## src/design/hdlctx_pkg.sv

```systemverilog
// Shared constants, types and the CRC bit step of the HDLC transmit framer.
`timescale 1ns / 1ps
package hdlctx_pkg;

	localparam int unsigned CFG_AW = 8;

	localparam logic [CFG_AW-1:0] REG_ADDRESS = 8'd0;
	localparam logic [CFG_AW-1:0] REG_CONTROL = 8'd1;

	localparam logic [7:0]  FLAG_PATTERN  = 8'h7E;
	localparam logic [15:0] CRC_POLY      = 16'h8005;
	localparam logic [15:0] CRC_INIT      = 16'hFFFF;
	localparam logic [7:0]  ADDRESS_RESET = 8'hFF;
	localparam logic [7:0]  CONTROL_RESET = 8'h03;
	localparam logic [2:0]  STUFF_LIMIT   = 3'd5;

	typedef struct packed {
		logic init;
		logic step;
		logic din;
	} crc_ctrl_t;

	function automatic logic [15:0] crc_step(input logic [15:0] crc, input logic b);
		logic fb;
		fb = crc[15] ^ b;
		return {crc[14:0], 1'b0} ^ (fb ? CRC_POLY : 16'h0000);
	endfunction

endpackage

```

## src/design/hdlctx_ifs.sv

```systemverilog
// Handshake channel interfaces of the HDLC transmit framer.
`timescale 1ns / 1ps
interface hdlctx_in_if;
	logic       valid;
	logic       ready;
	logic [7:0] data_byte;
	logic       last_byte;
	modport source (output valid, output data_byte, output last_byte, input ready);
	modport sink (input valid, input data_byte, input last_byte, output ready);
endinterface

interface hdlctx_out_if;
	logic valid;
	logic ready;
	logic line_bit;
	logic frame_end;
	logic run_last;
	modport source (output valid, output line_bit, output frame_end, output run_last,
		input ready);
	modport sink (input valid, input line_bit, input frame_end, input run_last,
		output ready);
endinterface

interface hdlctx_cfg_if;
	logic       valid;
	logic       ready;
	logic [7:0] addr;
	logic [7:0] wdata;
	modport source (output valid, output addr, output wdata, input ready);
	modport sink (input valid, input addr, input wdata, output ready);
endinterface

```

## src/design/hdlctx_crc16.sv

```systemverilog
// CRC-16 accumulator that advances one line bit per step.
`timescale 1ns / 1ps
module hdlctx_crc16 (
	input  logic                  clk,
	input  logic                  arst_n,
	input  hdlctx_pkg::crc_ctrl_t ctrl,
	output logic [15:0]           crc_nx
);
	import hdlctx_pkg::*;

	logic [15:0] crc_q;

	assign crc_nx = crc_step(crc_q, ctrl.din);

	always_ff @(posedge clk or negedge arst_n) begin
		if (!arst_n) begin
			crc_q <= CRC_INIT;
		end else if (ctrl.init) begin
			crc_q <= CRC_INIT;
		end else if (ctrl.step) begin
			crc_q <= crc_nx;
		end
	end

endmodule

```

## src/design/hdlc_transmit_framer.sv

```systemverilog
// HDLC transmit framer: bytes in, flag-delimited bit-stuffed serial stream with CRC-16 out.
// Each accepted byte is sent one line bit per cycle through a registered output stage while
// the output is not stalled. The first byte of a frame costs 8 flag bits plus 16
// address/control bits before its own 8 bits; a last byte adds 16 FCS bits and the 8-bit
// closing flag. Every stuffed zero adds one line bit. All bits come from the single bit
// sequencer and its shared CRC bit step. The input is not ready while a byte is being sent.
// Address and control are read as the frame header goes out, so write them only while no
// byte is in flight; writes are taken in every cycle.
`timescale 1ns / 1ps
module hdlc_transmit_framer (
	input  logic clk,
	input  logic arst_n,
	hdlctx_in_if.sink    din,
	hdlctx_out_if.source dout,
	hdlctx_cfg_if.sink   cfg
);
	import hdlctx_pkg::*;

	localparam logic [2:0] S_IDLE  = 3'd0;
	localparam logic [2:0] S_OPEN  = 3'd1;
	localparam logic [2:0] S_ADDR  = 3'd2;
	localparam logic [2:0] S_CTRL  = 3'd3;
	localparam logic [2:0] S_DATA  = 3'd4;
	localparam logic [2:0] S_FCS   = 3'd5;
	localparam logic [2:0] S_CLOSE = 3'd6;

	logic [2:0]  seg_q;
	logic [3:0]  cnt_q;
	logic [15:0] sh_q;
	logic [7:0]  data_q;
	logic        last_q;
	logic        in_frame_q;
	logic [2:0]  ones_q;
	logic        stuff_q;
	logic [7:0]  addr_q;
	logic [7:0]  ctrl_q;
	logic        ov_q;
	logic        obit_q;
	logic        oend_q;
	logic        olast_q;

	logic        accept;
	logic        busy;
	logic        adv;
	logic        cur_bit;
	logic        is_flag;
	logic        is_crc;
	logic [2:0]  ones_nx;
	logic        need_stuff;
	logic        seg_end;
	logic        final_bit;
	logic        end_bit;
	crc_ctrl_t   crc_ctrl;
	logic [15:0] crc_nx;

	assign din.ready  = (seg_q == S_IDLE) && !stuff_q;
	assign accept     = din.valid && din.ready;
	assign busy       = (seg_q != S_IDLE) || stuff_q;
	assign adv        = busy && (!ov_q || dout.ready);
	assign cfg.ready  = 1'b1;

	assign dout.valid     = ov_q;
	assign dout.line_bit  = obit_q;
	assign dout.frame_end = oend_q;
	assign dout.run_last  = olast_q;

	always_comb begin
		cur_bit    = stuff_q ? 1'b0 : sh_q[15];
		is_flag    = (seg_q == S_OPEN) || (seg_q == S_CLOSE);
		is_crc     = (seg_q == S_ADDR) || (seg_q == S_CTRL) || (seg_q == S_DATA);
		ones_nx    = cur_bit ? 3'(ones_q + 3'd1) : 3'd0;
		need_stuff = !stuff_q && !is_flag && (ones_nx == STUFF_LIMIT);
		seg_end    = (cnt_q == 4'd0);
		end_bit    = !stuff_q && (seg_q == S_CLOSE) && seg_end;
		if (stuff_q) begin
			final_bit = (seg_q == S_IDLE);
		end else begin
			final_bit = ((seg_q == S_DATA) && seg_end && !last_q && !need_stuff) || end_bit;
		end
		crc_ctrl.init = accept && !in_frame_q;
		crc_ctrl.step = adv && !stuff_q && is_crc;
		crc_ctrl.din  = cur_bit;
	end

	hdlctx_crc16 u_crc (
		.clk    (clk),
		.arst_n (arst_n),
		.ctrl   (crc_ctrl),
		.crc_nx (crc_nx)
	);

	always_ff @(posedge clk or negedge arst_n) begin
		if (!arst_n) begin
			addr_q <= ADDRESS_RESET;
			ctrl_q <= CONTROL_RESET;
		end else if (cfg.valid && cfg.ready) begin
			if (cfg.addr == REG_ADDRESS) begin
				addr_q <= cfg.wdata;
			end else if (cfg.addr == REG_CONTROL) begin
				ctrl_q <= cfg.wdata;
			end
		end
	end

	always_ff @(posedge clk or negedge arst_n) begin
		if (!arst_n) begin
			ov_q <= 1'b0;
		end else if (adv) begin
			ov_q <= 1'b1;
		end else if (dout.ready) begin
			ov_q <= 1'b0;
		end
	end

	always_ff @(posedge clk) begin
		if (adv) begin
			obit_q  <= cur_bit;
			oend_q  <= end_bit;
			olast_q <= final_bit;
		end
	end

	always_ff @(posedge clk or negedge arst_n) begin
		if (!arst_n) begin
			seg_q      <= S_IDLE;
			cnt_q      <= 4'd0;
			in_frame_q <= 1'b0;
			ones_q     <= 3'd0;
			stuff_q    <= 1'b0;
		end else if (adv) begin
			if (stuff_q) begin
				stuff_q <= 1'b0;
			end else begin
				if (!is_flag) begin
					ones_q  <= need_stuff ? 3'd0 : ones_nx;
					stuff_q <= need_stuff;
				end
				cnt_q <= cnt_q - 4'd1;
				if (seg_end) begin
					unique case (seg_q)
						S_OPEN: begin
							seg_q <= S_ADDR;
							cnt_q <= 4'd7;
						end
						S_ADDR: begin
							seg_q <= S_CTRL;
							cnt_q <= 4'd7;
						end
						S_CTRL: begin
							seg_q <= S_DATA;
							cnt_q <= 4'd7;
						end
						S_DATA: begin
							if (last_q) begin
								seg_q <= S_FCS;
								cnt_q <= 4'd15;
							end else begin
								seg_q <= S_IDLE;
							end
						end
						S_FCS: begin
							seg_q <= S_CLOSE;
							cnt_q <= 4'd7;
						end
						S_CLOSE: begin
							seg_q      <= S_IDLE;
							in_frame_q <= 1'b0;
							ones_q     <= 3'd0;
						end
						default: begin
							seg_q <= S_IDLE;
						end
					endcase
				end
			end
		end else if (accept) begin
			cnt_q <= 4'd7;
			if (!in_frame_q) begin
				seg_q      <= S_OPEN;
				ones_q     <= 3'd0;
				in_frame_q <= 1'b1;
			end else begin
				seg_q <= S_DATA;
			end
		end
	end

	always_ff @(posedge clk) begin
		if (accept) begin
			data_q <= din.data_byte;
			last_q <= din.last_byte;
			sh_q   <= in_frame_q ? {din.data_byte, 8'h00} : {FLAG_PATTERN, 8'h00};
		end else if (adv && !stuff_q) begin
			if (seg_end) begin
				case (seg_q)
					S_OPEN:  sh_q <= {addr_q, 8'h00};
					S_ADDR:  sh_q <= {ctrl_q, 8'h00};
					S_CTRL:  sh_q <= {data_q, 8'h00};
					S_DATA:  sh_q <= crc_nx;
					S_FCS:   sh_q <= {FLAG_PATTERN, 8'h00};
					default: sh_q <= {sh_q[14:0], 1'b0};
				endcase
			end else begin
				sh_q <= {sh_q[14:0], 1'b0};
			end
		end
	end

	a_end_is_last: assert property (@(posedge clk) disable iff (!arst_n)
		dout.valid && dout.frame_end |-> dout.run_last)
		else $error("frame_end without run_last");

	a_ones_bound: assert property (@(posedge clk) disable iff (!arst_n)
		ones_q != 3'd5 && ones_q != 3'd6 && ones_q != 3'd7)
		else $error("ones run not cleared at stuffing limit");

	a_no_stuff_in_flag: assert property (@(posedge clk) disable iff (!arst_n)
		stuff_q |-> seg_q != S_OPEN)
		else $error("stuffed bit before opening flag");

	a_busy_after_accept: assert property (@(posedge clk) disable iff (!arst_n)
		accept |=> !din.ready)
		else $error("input ready right after accepting an item");

endmodule

```

## src/flat_wrapper.sv

```systemverilog
// flat-port wrapper written by rule: the top's interface ports become plain ports
module hdlc_transmit_framer_flat import hdlctx_pkg::*;
  (clk, arst_n, din_valid, din_data_byte, din_last_byte, din_ready, dout_valid, dout_line_bit, dout_frame_end, dout_run_last, dout_ready, cfg_valid, cfg_addr, cfg_wdata, cfg_ready);
  hdlctx_in_if din_i ();
  hdlctx_out_if dout_i ();
  hdlctx_cfg_if cfg_i ();
  input  logic clk;
  input  logic arst_n;
  input wire logic [$bits(din_i.valid)-1:0] din_valid;
  input wire logic [$bits(din_i.data_byte)-1:0] din_data_byte;
  input wire logic [$bits(din_i.last_byte)-1:0] din_last_byte;
  output wire logic [$bits(din_i.ready)-1:0] din_ready;
  output wire logic [$bits(dout_i.valid)-1:0] dout_valid;
  output wire logic [$bits(dout_i.line_bit)-1:0] dout_line_bit;
  output wire logic [$bits(dout_i.frame_end)-1:0] dout_frame_end;
  output wire logic [$bits(dout_i.run_last)-1:0] dout_run_last;
  input wire logic [$bits(dout_i.ready)-1:0] dout_ready;
  input wire logic [$bits(cfg_i.valid)-1:0] cfg_valid;
  input wire logic [$bits(cfg_i.addr)-1:0] cfg_addr;
  input wire logic [$bits(cfg_i.wdata)-1:0] cfg_wdata;
  output wire logic [$bits(cfg_i.ready)-1:0] cfg_ready;
  assign din_i.valid = din_valid;
  assign din_i.data_byte = din_data_byte;
  assign din_i.last_byte = din_last_byte;
  assign din_ready = din_i.ready;
  assign dout_valid = dout_i.valid;
  assign dout_line_bit = dout_i.line_bit;
  assign dout_frame_end = dout_i.frame_end;
  assign dout_run_last = dout_i.run_last;
  assign dout_i.ready = dout_ready;
  assign cfg_i.valid = cfg_valid;
  assign cfg_i.addr = cfg_addr;
  assign cfg_i.wdata = cfg_wdata;
  assign cfg_ready = cfg_i.ready;
  hdlc_transmit_framer u_core (.clk(clk), .arst_n(arst_n), .din(din_i), .dout(dout_i), .cfg(cfg_i));
endmodule
```

## config.mk

```make
export PLATFORM = sky130hd
export DESIGN_NAME = hdlc_transmit_framer_flat
export DESIGN_NICKNAME = d
export VERILOG_FILES = /design/src/design/hdlctx_pkg.sv /design/src/design/hdlctx_ifs.sv /design/src/design/hdlctx_crc16.sv /design/src/design/hdlc_transmit_framer.sv /design/src/flat_wrapper.sv
export SDC_FILE = /design/constraint.sdc
export NUM_CORES = 1
export LEC_CHECK = 0
export CAP_MARGIN = 20
export CORE_MARGIN = 5
export CORE_UTILIZATION = 63
export DETAILED_ROUTE_END_ITERATION = 16
export DONT_BUFFER_PORTS = 1
export PLACE_DENSITY = 0.79
export SYNTH_ARGS = -nofsm -noshare
export SYNTH_HDL_FRONTEND = slang
export SYNTH_SLANG_ARGS = --single-unit
export TNS_END_PERCENT = 30
```

## constraint.sdc

```tcl
create_clock -name clk -period 2.55 [get_ports clk]
set_clock_uncertainty 0.05 [all_clocks]
set_input_delay 0.1275 -clock clk [delete_from_list [all_inputs] [get_ports clk]]
set_output_delay 0.1275 -clock clk [all_outputs]
set_load 0.02 [all_outputs]
```

==> results.rst, run 1 <==
.. list-table::
   :header-rows: 1

   * - Metric
     - Value
   * - Outcome
     - completed
   * - Required time of the critical path
     - 2.73 ns
   * - Vias in the first global route
     - 2729
   * - Wire length per cell after detailed routing
     - 19.02 um
   * - Final net count
     - 388
   * - Fin. Hold Viols
     - 0
   * - Post-route setup slack
     - 0.1607 ns
   * - Routing usage on met1
     - 31.14%
   * - Die ar.
     - 7530 um^2
   * - Total overflow reported by the global router
     - 0
   * - Biggest fanout along the worst timing path
     - 24
   * - Crit end category
     - flip-flop
   * - Data arrival time of the worst path
     - 2.57 ns
   * - Internal power of the cells
     - 2.852 mW
   * - Most frequent cell after synthesis
     - nand2_1
   * - Critical path class
     - reg -> reg
   * - Number of cells upsized or downsized after cts
     - 0
   * - DR vias
     - 2729
   * - Clock Tree Buf Depth
     - 2
   * - CP delay by family, top
     - simple AND/OR/NAND/NOR gates
   * - Number of synthesized register bits
     - 73
   * - Crit-path slowest cell
     - or4_4
   * - Detailed Route WL
     - 8272 um
   * - Top-level port count
     - 36
   * - Largest voltage drop on the vdd net
     - 0.0005507 V
   * - Starting Density
     - 63.86%
   * - F_max
     - 418.5 MHz
   * - Total negative slack
     - 0 ns
   * - Max-Cap Viols
     - 0
   * - Setup violation total in the final timing report
     - 0
   * - Antenna violations before repair
     - 0
   * - Leading cell types by count after synthesis
     - 29 x nand2_1, 28 x edfxtp_1, 26 x dfstp_2, 24 x nor2_1, 22 x o21ai_0
   * - Share of total power in combinational logic
     - 35.6%
   * - Core region area
     - 5816 um^2
   * - CTS H-Tree Depth
     - 3
   * - Worst hold path class
     - in -> reg
   * - Proportion of layout cells with a drive suffix above 1
     - 22.50%
   * - Post-detail-place hpwl
     - 5504 um
   * - Setup repair after global routing missed its margin
     - no
   * - Final worst path period share
     - 93.70%
   * - First-pass DRT Iterations
     - 5
   * - Count of final max-slew check failures
     - 0
   * - Hold bufs inserted after CTS
     - 19
   * - # rows
     - 28
   * - Headroom to the max-slew limit
     - 59.66%
   * - Number of input and output port buffers inserted
     - 0
   * - Setup slack of the worst register-to-register path
     - 0.16 ns
   * - Pwr/cell area
     - 1071 nW/um^2
   * - Proportion of register bits with asynchronous set or reset after synthesis
     - 61.64%
   * - Starting DRT DRC Count
     - 245
   * - Leading post-synthesis cells by cell area
     - edfxtp_1 23%, dfstp_2 18%, dfrtp_1 13%, mux2i_1 5.7%, mux2_2 4.9%
   * - Relative contribution of the clock network to total power
     - 19.0%
   * - Crit path launch type
     - flip-flop
   * - Yosys top cell by area
     - edfxtp_1
   * - Post-synth design cell area
     - 3714 um^2
   * - Remaining routing DRC violations
     - 0
   * - Global routing met2 resource utilization
     - 36.65%
   * - Placement-stage worst setup slack
     - 0.1885 ns
   * - Number of clock buffers inserted by TritonCTS
     - 9
   * - Global-route wire length before repair
     - 13480 um
   * - Total inserted antenna cells
     - 0
   * - P&R area growth vs syn
     - 11.96%
   * - Post-CTS Setup Inserts
     - 0
   * - Switching share of power
     - 35.94%
   * - Clock sinks
     - 73
   * - Highest-utilization routing layer at the global route stage
     - met2
   * - Sequential power share
     - 45.4%
   * - Crit path buffers/inverters
     - 3
   * - Worst path max stage delay
     - 0.58 ns
   * - Leakage
     - 1.753 nW
   * - Final antenna-violating net count
     - 0
   * - Cell count after synthesis
     - 339
   * - Number of unique standard cell types used by synthesis
     - 57
   * - Die outline height
     - 86.78 um
   * - CTS tree
     - yes
   * - Total design power
     - 4.452 mW
   * - Register clock-pin slew on the reported worst setup and hold paths
     - 0.08 ns
   * - Largest net degree at the start of global routing
     - 46
   * - Warning count from the yosys run
     - 0
   * - Most common flop cell mapped by yosys
     - edfxtp_1
   * - Weighted congestion reported at the end of routability-driven placement
     - 0.9037
   * - Detail-routed via count per cell
     - 6.274
   * - Met3 track demand over resource
     - 7.224%
   * - DIE WIDTH
     - 86.78 um
   * - Syn Nets
     - 372
   * - Clock insertion delay at the later pin of the skew report
     - 0.36 ns
   * - Root Buffer
     - clkbuf_8
   * - CP most frequent cell
     - inv_2
   * - Sequential fraction of the synthesis area
     - 53.84%
   * - Synth top area share
     - 22.64%
   * - Post-synthesis average cell area
     - 10.95 um^2
   * - Transition time at the pin with the least slew margin
     - 0.6051 ns
   * - EDFF count, synth
     - 28
   * - Total GRT Usage
     - 23.86%
   * - Total net switching power
     - 1.600 mW
   * - Crit path cell chain
     - or4_4 > inv_2 > nand2_2 > inv_2 > nor2_2 > clkinv_4 > o21ai_0 > o2bb2ai_1
   * - Fin crit period
     - 2.389 ns
## power by group through the flow
| stage | combinational (mW) | sequential (mW) | clock, mW |
|---|---|---|---|
| finish | 1.58 | 2.02 | 0.845 |
| global route | 1.75 | 2.06 | 0.909 |
| CTS | 1.57 | 2.02 | 0.851 |
| detailed placement | 1.52 | 2.04 | 0 |
| global placement | 1.47 | 2.03 | 0 |
| floorplan | 1.24 | 1.94 | 0 |
## per-stage QoR
step                hold WS (ns)  cells  instance area [um^2]  utilization [%]
floorplan                -0.2181    339                  3714                -
global placement         -0.2165    400                  3769            64.80
detailed placement       -0.2168    400                  3769            64.80
CTS                     0.008581    435                  4158            71.49
global route             0.01430    435                  4158            71.49
finish                   0.01813    435                  4158            71.49
## state kept, by name, summed over array words and instances, names as in the netlist, 3 cells and up
| name | cells |
|---|---|
| u_core.sh_q | 16 |
| u_core.u_crc.crc_q | 16 |
| u_core.addr_q | 8 |
| u_core.ctrl_q | 8 |
| u_core.data_q | 8 |
| u_core.cnt_q | 4 |
| u_core.ones_q | 3 |
| u_core.seg_q | 3 |
## final timing paths
path                                       start                    end  cells past startpoint
hold / removal                  din_data_byte[2]        u_core.sh_q[10]                      2
setup reg to reg                 u_core.seg_q[1]        u_core.cnt_q[2]                      8
max in group asynchronous                 arst_n  u_core.u_crc.crc_q[5]                      2
setup / recovery                 u_core.seg_q[1]        u_core.cnt_q[2]                      8
hold reg to reg            u_core.u_crc.crc_q[0]  u_core.u_crc.crc_q[0]                      2
min in group asynchronous                 arst_n       u_core.ones_q[2]                      2
## cell families (layout without fill, tap and decap cells)
group | Yosys count | in the layout | share of synthesized area [%]
other | 1 | 1 | 0.1010
AOI/OAI and AO/OA | 73 | 73 | 12.57
xor gates and xnor gates | 6 | 6 | 2.190
and+or+nand+nor | 112 | 112 | 15.40
buffers and inverters | 34 | 55 | 4.380
muxes | 37 | 37 | 10.51
DFF | 73 | 73 | 53.84
adders and majority gates | 3 | 3 | 1.011
## layout by cell type, fill, tap and decap left out, drive strengths merged, types with 5 or more instances in the layout
master,synthesis,final
nand2,31,31
edfxtp,28,28
dfstp,26,26
nor2,26,26
o21ai,23,23
mux2i,21,21
dfrtp,19,19
dlygate4sd3,0,18
mux2,16,16
nor3,13,13
a21oi,12,12
buf,11,11
clkbuf,13,11
nor2b,10,10
inv,9,10
a22oi,7,7
nand3,6,6
o22ai,6,6
a31oi,5,5
o2bb2ai,5,5
## area by class of cell
class	instances	area, um^2
Sequential cell	73	1999
Fill cell	431	1658
Multi-Input combinational cell	232	1558
Timing Repair Buffer	29	282.8
Clock buffer	11	152.6
Tap cell	75	93.84
Inverter	10	42.54
Clock inverter	5	28.78
## metal layers
metal,vias to the layer above,routed length (um)
met5,-,0
met4,0,194
met3,18,795
met2,129,3824
met1,1325,3458
li1,1257,-
No activity file was read; power rests on OpenSTA's default activity.
==> run 2, diff against run 1 <==
==> constraint.sdc (replaced) <==
create_clock -name clk -period 2.8 [get_ports clk]
set_clock_uncertainty 0.05 [all_clocks]
set_input_delay 0.14 -clock clk [delete_from_list [all_inputs] [get_ports clk]]
set_output_delay 0.14 -clock clk [all_outputs]
set_load 0.02 [all_outputs]
==> run 2 against run 1 <==
Via count decreased by 0.37%. Global-route usage decreased by 0.85 points. Final cell count unchanged. Die area unchanged. Combinational power decreased by 9%. Hold slack improved by 0.0018 ns. Register-to-register slack improved by 0.44 ns. Utilization increased by 0.62 points. Total power decreased by 6.4%. Critical path type unchanged. Highest routed layer unchanged.
==> results.rst, run 2 (synthesis gave the netlist of run 1 again) <==
.. list-table::
   :header-rows: 1

   * - Metric
     - Value
   * - Fin. Hold Viols
     - 0
   * - Required time of the critical path
     - 2.94 ns
   * - Die ar.
     - 7530 um^2
   * - Transition time at the pin with the least slew margin
     - 0.6263 ns
   * - Largest net degree at the start of global routing
     - 46
   * - # rows
     - 28
   * - Post-detail-place hpwl
     - 5396 um
   * - Biggest fanout along the worst timing path
     - 19
   * - Global-route wire length before repair
     - 13280 um
   * - Wire length per cell after detailed routing
     - 18.44 um
   * - Leading cell type in the layout, fill and taps excluded
     - nand2_1
   * - Largest registers
     - u_core.sh_q (16), u_core.u_crc.crc_q (16)
   * - Pwr/cell area
     - 993.1 nW/um^2
   * - Detail-routed via count per cell
     - 6.251
   * - Starting DRT DRC Count
     - 208
   * - Vias in the first global route
     - 2780
   * - Core region area
     - 5816 um^2
   * - Detailed Route WL
     - 8022 um
   * - Total GRT Usage
     - 23.01%
   * - Clock Tree Buf Depth
     - 2
   * - Clock insertion delay at the later pin of the skew report
     - 0.34 ns
   * - Total design power
     - 4.165 mW
   * - Clock sinks
     - 73
   * - Weighted congestion reported at the end of routability-driven placement
     - 0.8546
   * - First-pass DRT Iterations
     - 4
   * - Largest voltage drop on the vdd net
     - 0.0005766 V
   * - Total negative slack
     - 0 ns
   * - Relative contribution of the clock network to total power
     - 21.6%
   * - Proportion of layout cells with a drive suffix above 1
     - 22.50%
   * - Switching share of power
     - 34.42%
   * - Worst hold path class
     - in -> reg
   * - Remaining routing DRC violations
     - 0
   * - DIE WIDTH
     - 86.78 um
   * - Starting Density
     - 63.86%
   * - Count of final max-slew check failures
     - 0
   * - Leakage
     - 1.766 nW
   * - Headroom to the max-slew limit
     - 58.13%
   * - Register clock-pin slew on the reported worst setup and hold paths
     - 0.08 ns
   * - Top-level port count
     - 36
   * - Total overflow reported by the global router
     - 0
   * - DR vias
     - 2719
   * - Share of total power in combinational logic
     - 34.3%
   * - Total net switching power
     - 1.434 mW
   * - Final worst path period share
     - 78.65%
   * - CTS tree
     - yes
   * - Number of clock buffers inserted by TritonCTS
     - 9
   * - Final net count
     - 388
   * - Outcome
     - completed
   * - Die outline height
     - 86.78 um
   * - Root Buffer
     - clkbuf_8
   * - Number of input and output port buffers inserted
     - 0
   * - Data arrival time of the worst path
     - 2.34 ns
   * - Post-CTS Setup Inserts
     - 0
   * - Antenna violations before repair
     - 0
   * - Crit path launch type
     - flip-flop
   * - Crit end category
     - flip-flop
   * - CTS H-Tree Depth
     - 3
   * - F_max
     - 454.1 MHz
   * - Commonest non-fill, non-tap cells in the layout
     - 29 x nand2_1, 28 x edfxtp_1, 26 x dfstp_2, 24 x nor2_1, 22 x o21ai_0
   * - Total inserted antenna cells
     - 0
   * - Setup repair after global routing missed its margin
     - no
   * - Setup violation total in the final timing report
     - 0
   * - Internal power of the cells
     - 2.731 mW
   * - Critical path class
     - reg -> reg
   * - Final antenna-violating net count
     - 0
   * - Max-Cap Viols
     - 0
   * - P&R area growth vs syn
     - 12.94%
   * - Fin crit period
     - 2.202 ns
   * - Filler Cell Count
     - 415
   * - Sequential power share
     - 44.1%
[run 2: cell types whose count changed in the layout (fill, tap and decap cells not counted), sizes merged]
cell	delta
bufinv	+2
clkbuf	-2
[run 2: power groups by stage]
stage / clock network, mW / logic (mW) / registers [mW]
global route: 0.955 / 1.59 / 1.87
floorplan: 0 / 1.13 / 1.77
CTS: 0.917 / 1.43 / 1.84
finish: 0.901 / 1.43 / 1.84
global placement: 0 / 1.33 / 1.84
detailed placement: 0 / 1.38 / 1.85
[run 2: layout make-up]
cell class                      count  area (um^2)  area share [%]
Sequential cell                    73         1999           47.67
Multi-Input combinational cell    232         1558           37.14
Timing Repair Buffer               29        282.8           6.742
Clock buffer                        9        123.9           2.953
Clock inverter                      7        93.84           2.237
Tap cell                           75        93.84           2.237
Inverter                           10        42.54           1.014
[run 2: critical path, cell delays in order (launching register included)]
cell	delay [ns]
dfrtp_1	0.42
or4_4	0.56
inv_2	0.16
nand2_2	0.22
inv_2	0.12
buf_4	0.27
nand3_1	0.14
o21ai_0	0.11
[run 2: timing repair]
item,CTS,global route
hold buffers,19,0
endpoints found under the hold margin,77,0
resized for setup,0,0
[run 2: path summary, 6_finish.rpt]
kind	start	endpoint	slack [ns]	depth (start not counted)
worst min-delay path	din_data_byte[6]	u_core.sh_q[14]	0.02	2
min in group asynchronous	arst_n	u_core.cnt_q[3]	0.26	2
worst max-delay path	u_core.seg_q[0]	u_core.sh_q[8]	0.60	7
max in group asynchronous	arst_n	u_core.u_crc.crc_q[3]	2.16	2
worst min register to register	u_core.ctrl_q[6]	u_core.ctrl_q[6]	0.47	1
worst max register to register	u_core.seg_q[0]	u_core.sh_q[8]	0.60	7
[run 2: metrics by stage]
step                hold WS (ns)  worst slack (ns)  utilization, %  instance area [um^2]  cells
floorplan                -0.2056            0.8962               -                  3714    339
global placement         -0.2038            0.6808           64.80                  3769    400
detailed placement       -0.2039            0.6233           64.80                  3769    400
CTS                     0.001898            0.6093           72.12                  4194    435
global route             0.02419            0.4075           72.12                  4194    435
finish                   0.01993            0.5979           72.12                  4194    435
[run 2: per-layer routing]
metal	GRT usage (%)	vias to the layer above	part of all wire, %
li1	-	1267	-
met1	29.07	1339	41
met2	39.22	94	50
met3	4.373	19	5.8
met4	8.782	0	2.2
met5	0	-	0
==> run 3, diff against run 2 <==
--- a/config.mk
+++ b/config.mk
@@ -7,10 +7,10 @@
 export LEC_CHECK = 0
 export CAP_MARGIN = 20
 export CORE_MARGIN = 5
-export CORE_UTILIZATION = 63
+export CORE_UTILIZATION = 57
 export DETAILED_ROUTE_END_ITERATION = 16
 export DONT_BUFFER_PORTS = 1
-export PLACE_DENSITY = 0.79
+export PLACE_DENSITY = 0.75
 export SYNTH_ARGS = -nofsm -noshare
 export SYNTH_HDL_FRONTEND = slang
 export SYNTH_SLANG_ARGS = --single-unit
==> constraint.sdc (replaced) <==
create_clock -name clk -period 1.93 [get_ports clk]
set_clock_uncertainty 0.05 [all_clocks]
set_input_delay 0.0965 -clock clk [delete_from_list [all_inputs] [get_ports clk]]
set_output_delay 0.0965 -clock clk [all_outputs]
set_load 0.02 [all_outputs]
==> run 3 against run 2 <==
Via count up 0.40%. Die area up 9.3%. Setup slack lost 0.56 ns. Hold slack worse by 0.0086 ns. Clock power rose by 32%. Sequential cell count stayed put. Sequential power grew 45%.
==> results.rst, run 3 (synthesis gave the netlist of run 1 again) <==
.. list-table::
   :header-rows: 1

   * - Metric
     - Value
   * - Outcome
     - completed
   * - Core region area
     - 6350 um^2
   * - Setup slack of the worst register-to-register path
     - 0.04 ns
   * - Placement-stage worst setup slack
     - -0.02400 ns
   * - Headroom to the max-slew limit
     - 66.09%
   * - Root Buffer
     - clkbuf_8
   * - Critical path class
     - reg -> reg
   * - Detail-routed via count per cell
     - 5.974
   * - # rows
     - 29
   * - Filler Cell Count
     - 476
   * - Clock insertion delay at the later pin of the skew report
     - 0.35 ns
   * - Remaining routing DRC violations
     - 0
   * - Reg2reg end
     - u_core.ones_q[2]
   * - Biggest fanout along the worst timing path
     - 3
   * - Fin crit period
     - 1.895 ns
   * - Total inserted antenna cells
     - 0
   * - Leading cell type in the layout, fill and taps excluded
     - nand2_1
   * - Number of input and output port buffers inserted
     - 0
   * - CTS tree
     - yes
   * - Leakage
     - 1.885 nW
   * - Crit path launch type
     - flip-flop
   * - Vias in the first global route
     - 2725
   * - Setup repair after global routing missed its margin
     - yes
   * - DR vias
     - 2730
   * - Register clock-pin slew on the reported worst setup and hold paths
     - 0.08 ns
   * - CP delay by family, top
     - simple AND/OR/NAND/NOR gates
   * - Weighted congestion reported at the end of routability-driven placement
     - 0.8518
   * - Antenna violations before repair
     - 0
   * - Post-CTS Setup Inserts
     - 0
   * - Logic depth of the worst register-to-register path
     - 7
   * - Final worst path period share
     - 98.17%
   * - Detailed Route WL
     - 8221 um
   * - Proportion of layout cells with a drive suffix above 1
     - 28.95%
   * - Fin. Hold Viols
     - 0
   * - Summed area of non-filler cells in the final layout
     - 4436 um^2
   * - Total design power
     - 6.302 mW
   * - Commonest non-fill, non-tap cells in the layout
     - 29 x nand2_1, 28 x edfxtp_1, 26 x dfstp_2, 24 x nor2_1, 24 x buf_4
   * - Worst path max stage delay
     - 0.39 ns
   * - Crit end category
     - flip-flop
   * - Reg-to-Reg Start
     - u_core.cnt_q[1]
   * - Largest voltage drop on the vdd net
     - 0.0009119 V
   * - Required time of the critical path
     - 2.11 ns
   * - Crit path buffers/inverters
     - 2
   * - Global-route wire length before repair
     - 13860 um
   * - Termination of the worst setup path
     - u_core.ones_q[2]
   * - Post-route setup slack
     - 0.03524 ns
   * - Final net count
     - 408
   * - Number of clock buffers inserted by TritonCTS
     - 9
   * - Setup violation total in the final timing report
     - 0
   * - Largest registers
     - u_core.sh_q (16), u_core.u_crc.crc_q (16)
   * - First-pass DRT Iterations
     - 4
   * - Data arrival time of the worst path
     - 2.08 ns
   * - Clock sinks
     - 73
   * - Largest net degree at the start of global routing
     - 46
   * - Crit path cell chain
     - inv_2 > ha_4 > or3b_4 > nor3_4 > buf_6 > and4b_4 > a32o_1
   * - Starting Density
     - 58.48%
   * - Total placed cells including tap cells
     - 422
   * - Depth of the critical timing path with buffers and inverters included
     - 7
   * - Area after DPL
     - 3971 um^2
   * - Die outline height
     - 90.72 um
   * - Transition time at the pin with the least slew margin
     - 0.5070 ns
   * - Post-detail-place hpwl
     - 5451 um
   * - Critical path startpoint
     - u_core.cnt_q[1]
   * - F_max
     - 527.8 MHz
   * - Worst hold path class
     - in -> reg
   * - DIE WIDTH
     - 90.72 um
   * - P&R area growth vs syn
     - 19.44%
   * - Total overflow reported by the global router
     - 0
   * - Max-Cap Viols
     - 0
   * - Pwr/cell area
     - 1421 nW/um^2
   * - Final antenna-violating net count
     - 0
   * - Total GRT Usage
     - 20.86%
   * - Count of final max-slew check failures
     - 0
   * - Starting DRT DRC Count
     - 158
   * - Final Instance Count excl. Fillers
     - 457
   * - CTS H-Tree Depth
     - 3
   * - Wire length per cell after detailed routing
     - 17.99 um
   * - Die ar.
     - 8229 um^2
   * - Top-level port count
     - 36
   * - Crit-path slowest cell
     - dfrtp_1
   * - Clock Tree Buf Depth
     - 2
   * - Startpoint of the lowest-slack hold path
     - dout_ready
run 3: metrics by stage:
| stage | setup TNS, ns | util [%] | hold WS (ns) |
|---|---|---|---|
| 6_report | 0 | 69.85 | 0.01136 |
| 3_3_place_gp | -0.01739 | 62.54 | -0.2470 |
| 5_1_grt | -0.06431 | 69.85 | 0.01131 |
| 2_1_floorplan | 0 | - | -0.2491 |
| 4_1_cts | -0.05082 | 69.02 | 0.0001616 |
| 3_5_place_dp | -0.03801 | 62.54 | -0.2475 |
run 3: area by class of cell:
type                       instances  area [um^2]  share of cell area (%)
clock buffer                      12        145.1                   3.272
inverter                          10        42.54                  0.9591
tap                               77        96.34                   2.172
clock inverter                     4        52.55                   1.185
timing repair buffer              49        490.5                   11.06
multi-input combinational        232         1609                   36.28
sequential                        73         1999                   45.08
run 3: timing repair:
| action | 4_1_cts | 5_1_grt |
|---|---|---|
| setup endpoints to repair | 4 | 14 |
| gates resized for setup | 2 | 18 |
| pin swaps | 0 | 3 |
| hold buffers | 19 | 0 |
| endpoints found under the hold margin | 78 | 0 |
run 3: power by group:
part,switching (mW),leakage (nW),internal (mW)
Combinational,1.28,1.01,1.17
Clock,0.554,0.101,0.636
Sequential,0.325,0.775,2.33
Total,2.16,1.88,4.14
run 3: routing by layer:
layer	track usage, %	share of wire, %	up-vias
li1	-	-	1294
met5	0	0	-
met3	5.917	6.2	12
met4	5.831	1.2	0
met2	32.51	49	82
met1	28.49	43	1342
run 3: worst min path at each step:
stage	cells after the start	endpoint
2_1_floorplan	0	u_core.cnt_q[0]
3_3_place_gp	0	u_core.ones_q[0]
3_5_place_dp	0	u_core.ones_q[0]
4_1_cts	2	u_core.dout.valid
5_1_grt	2	u_core.dout.valid
6_report	2	u_core.dout.valid
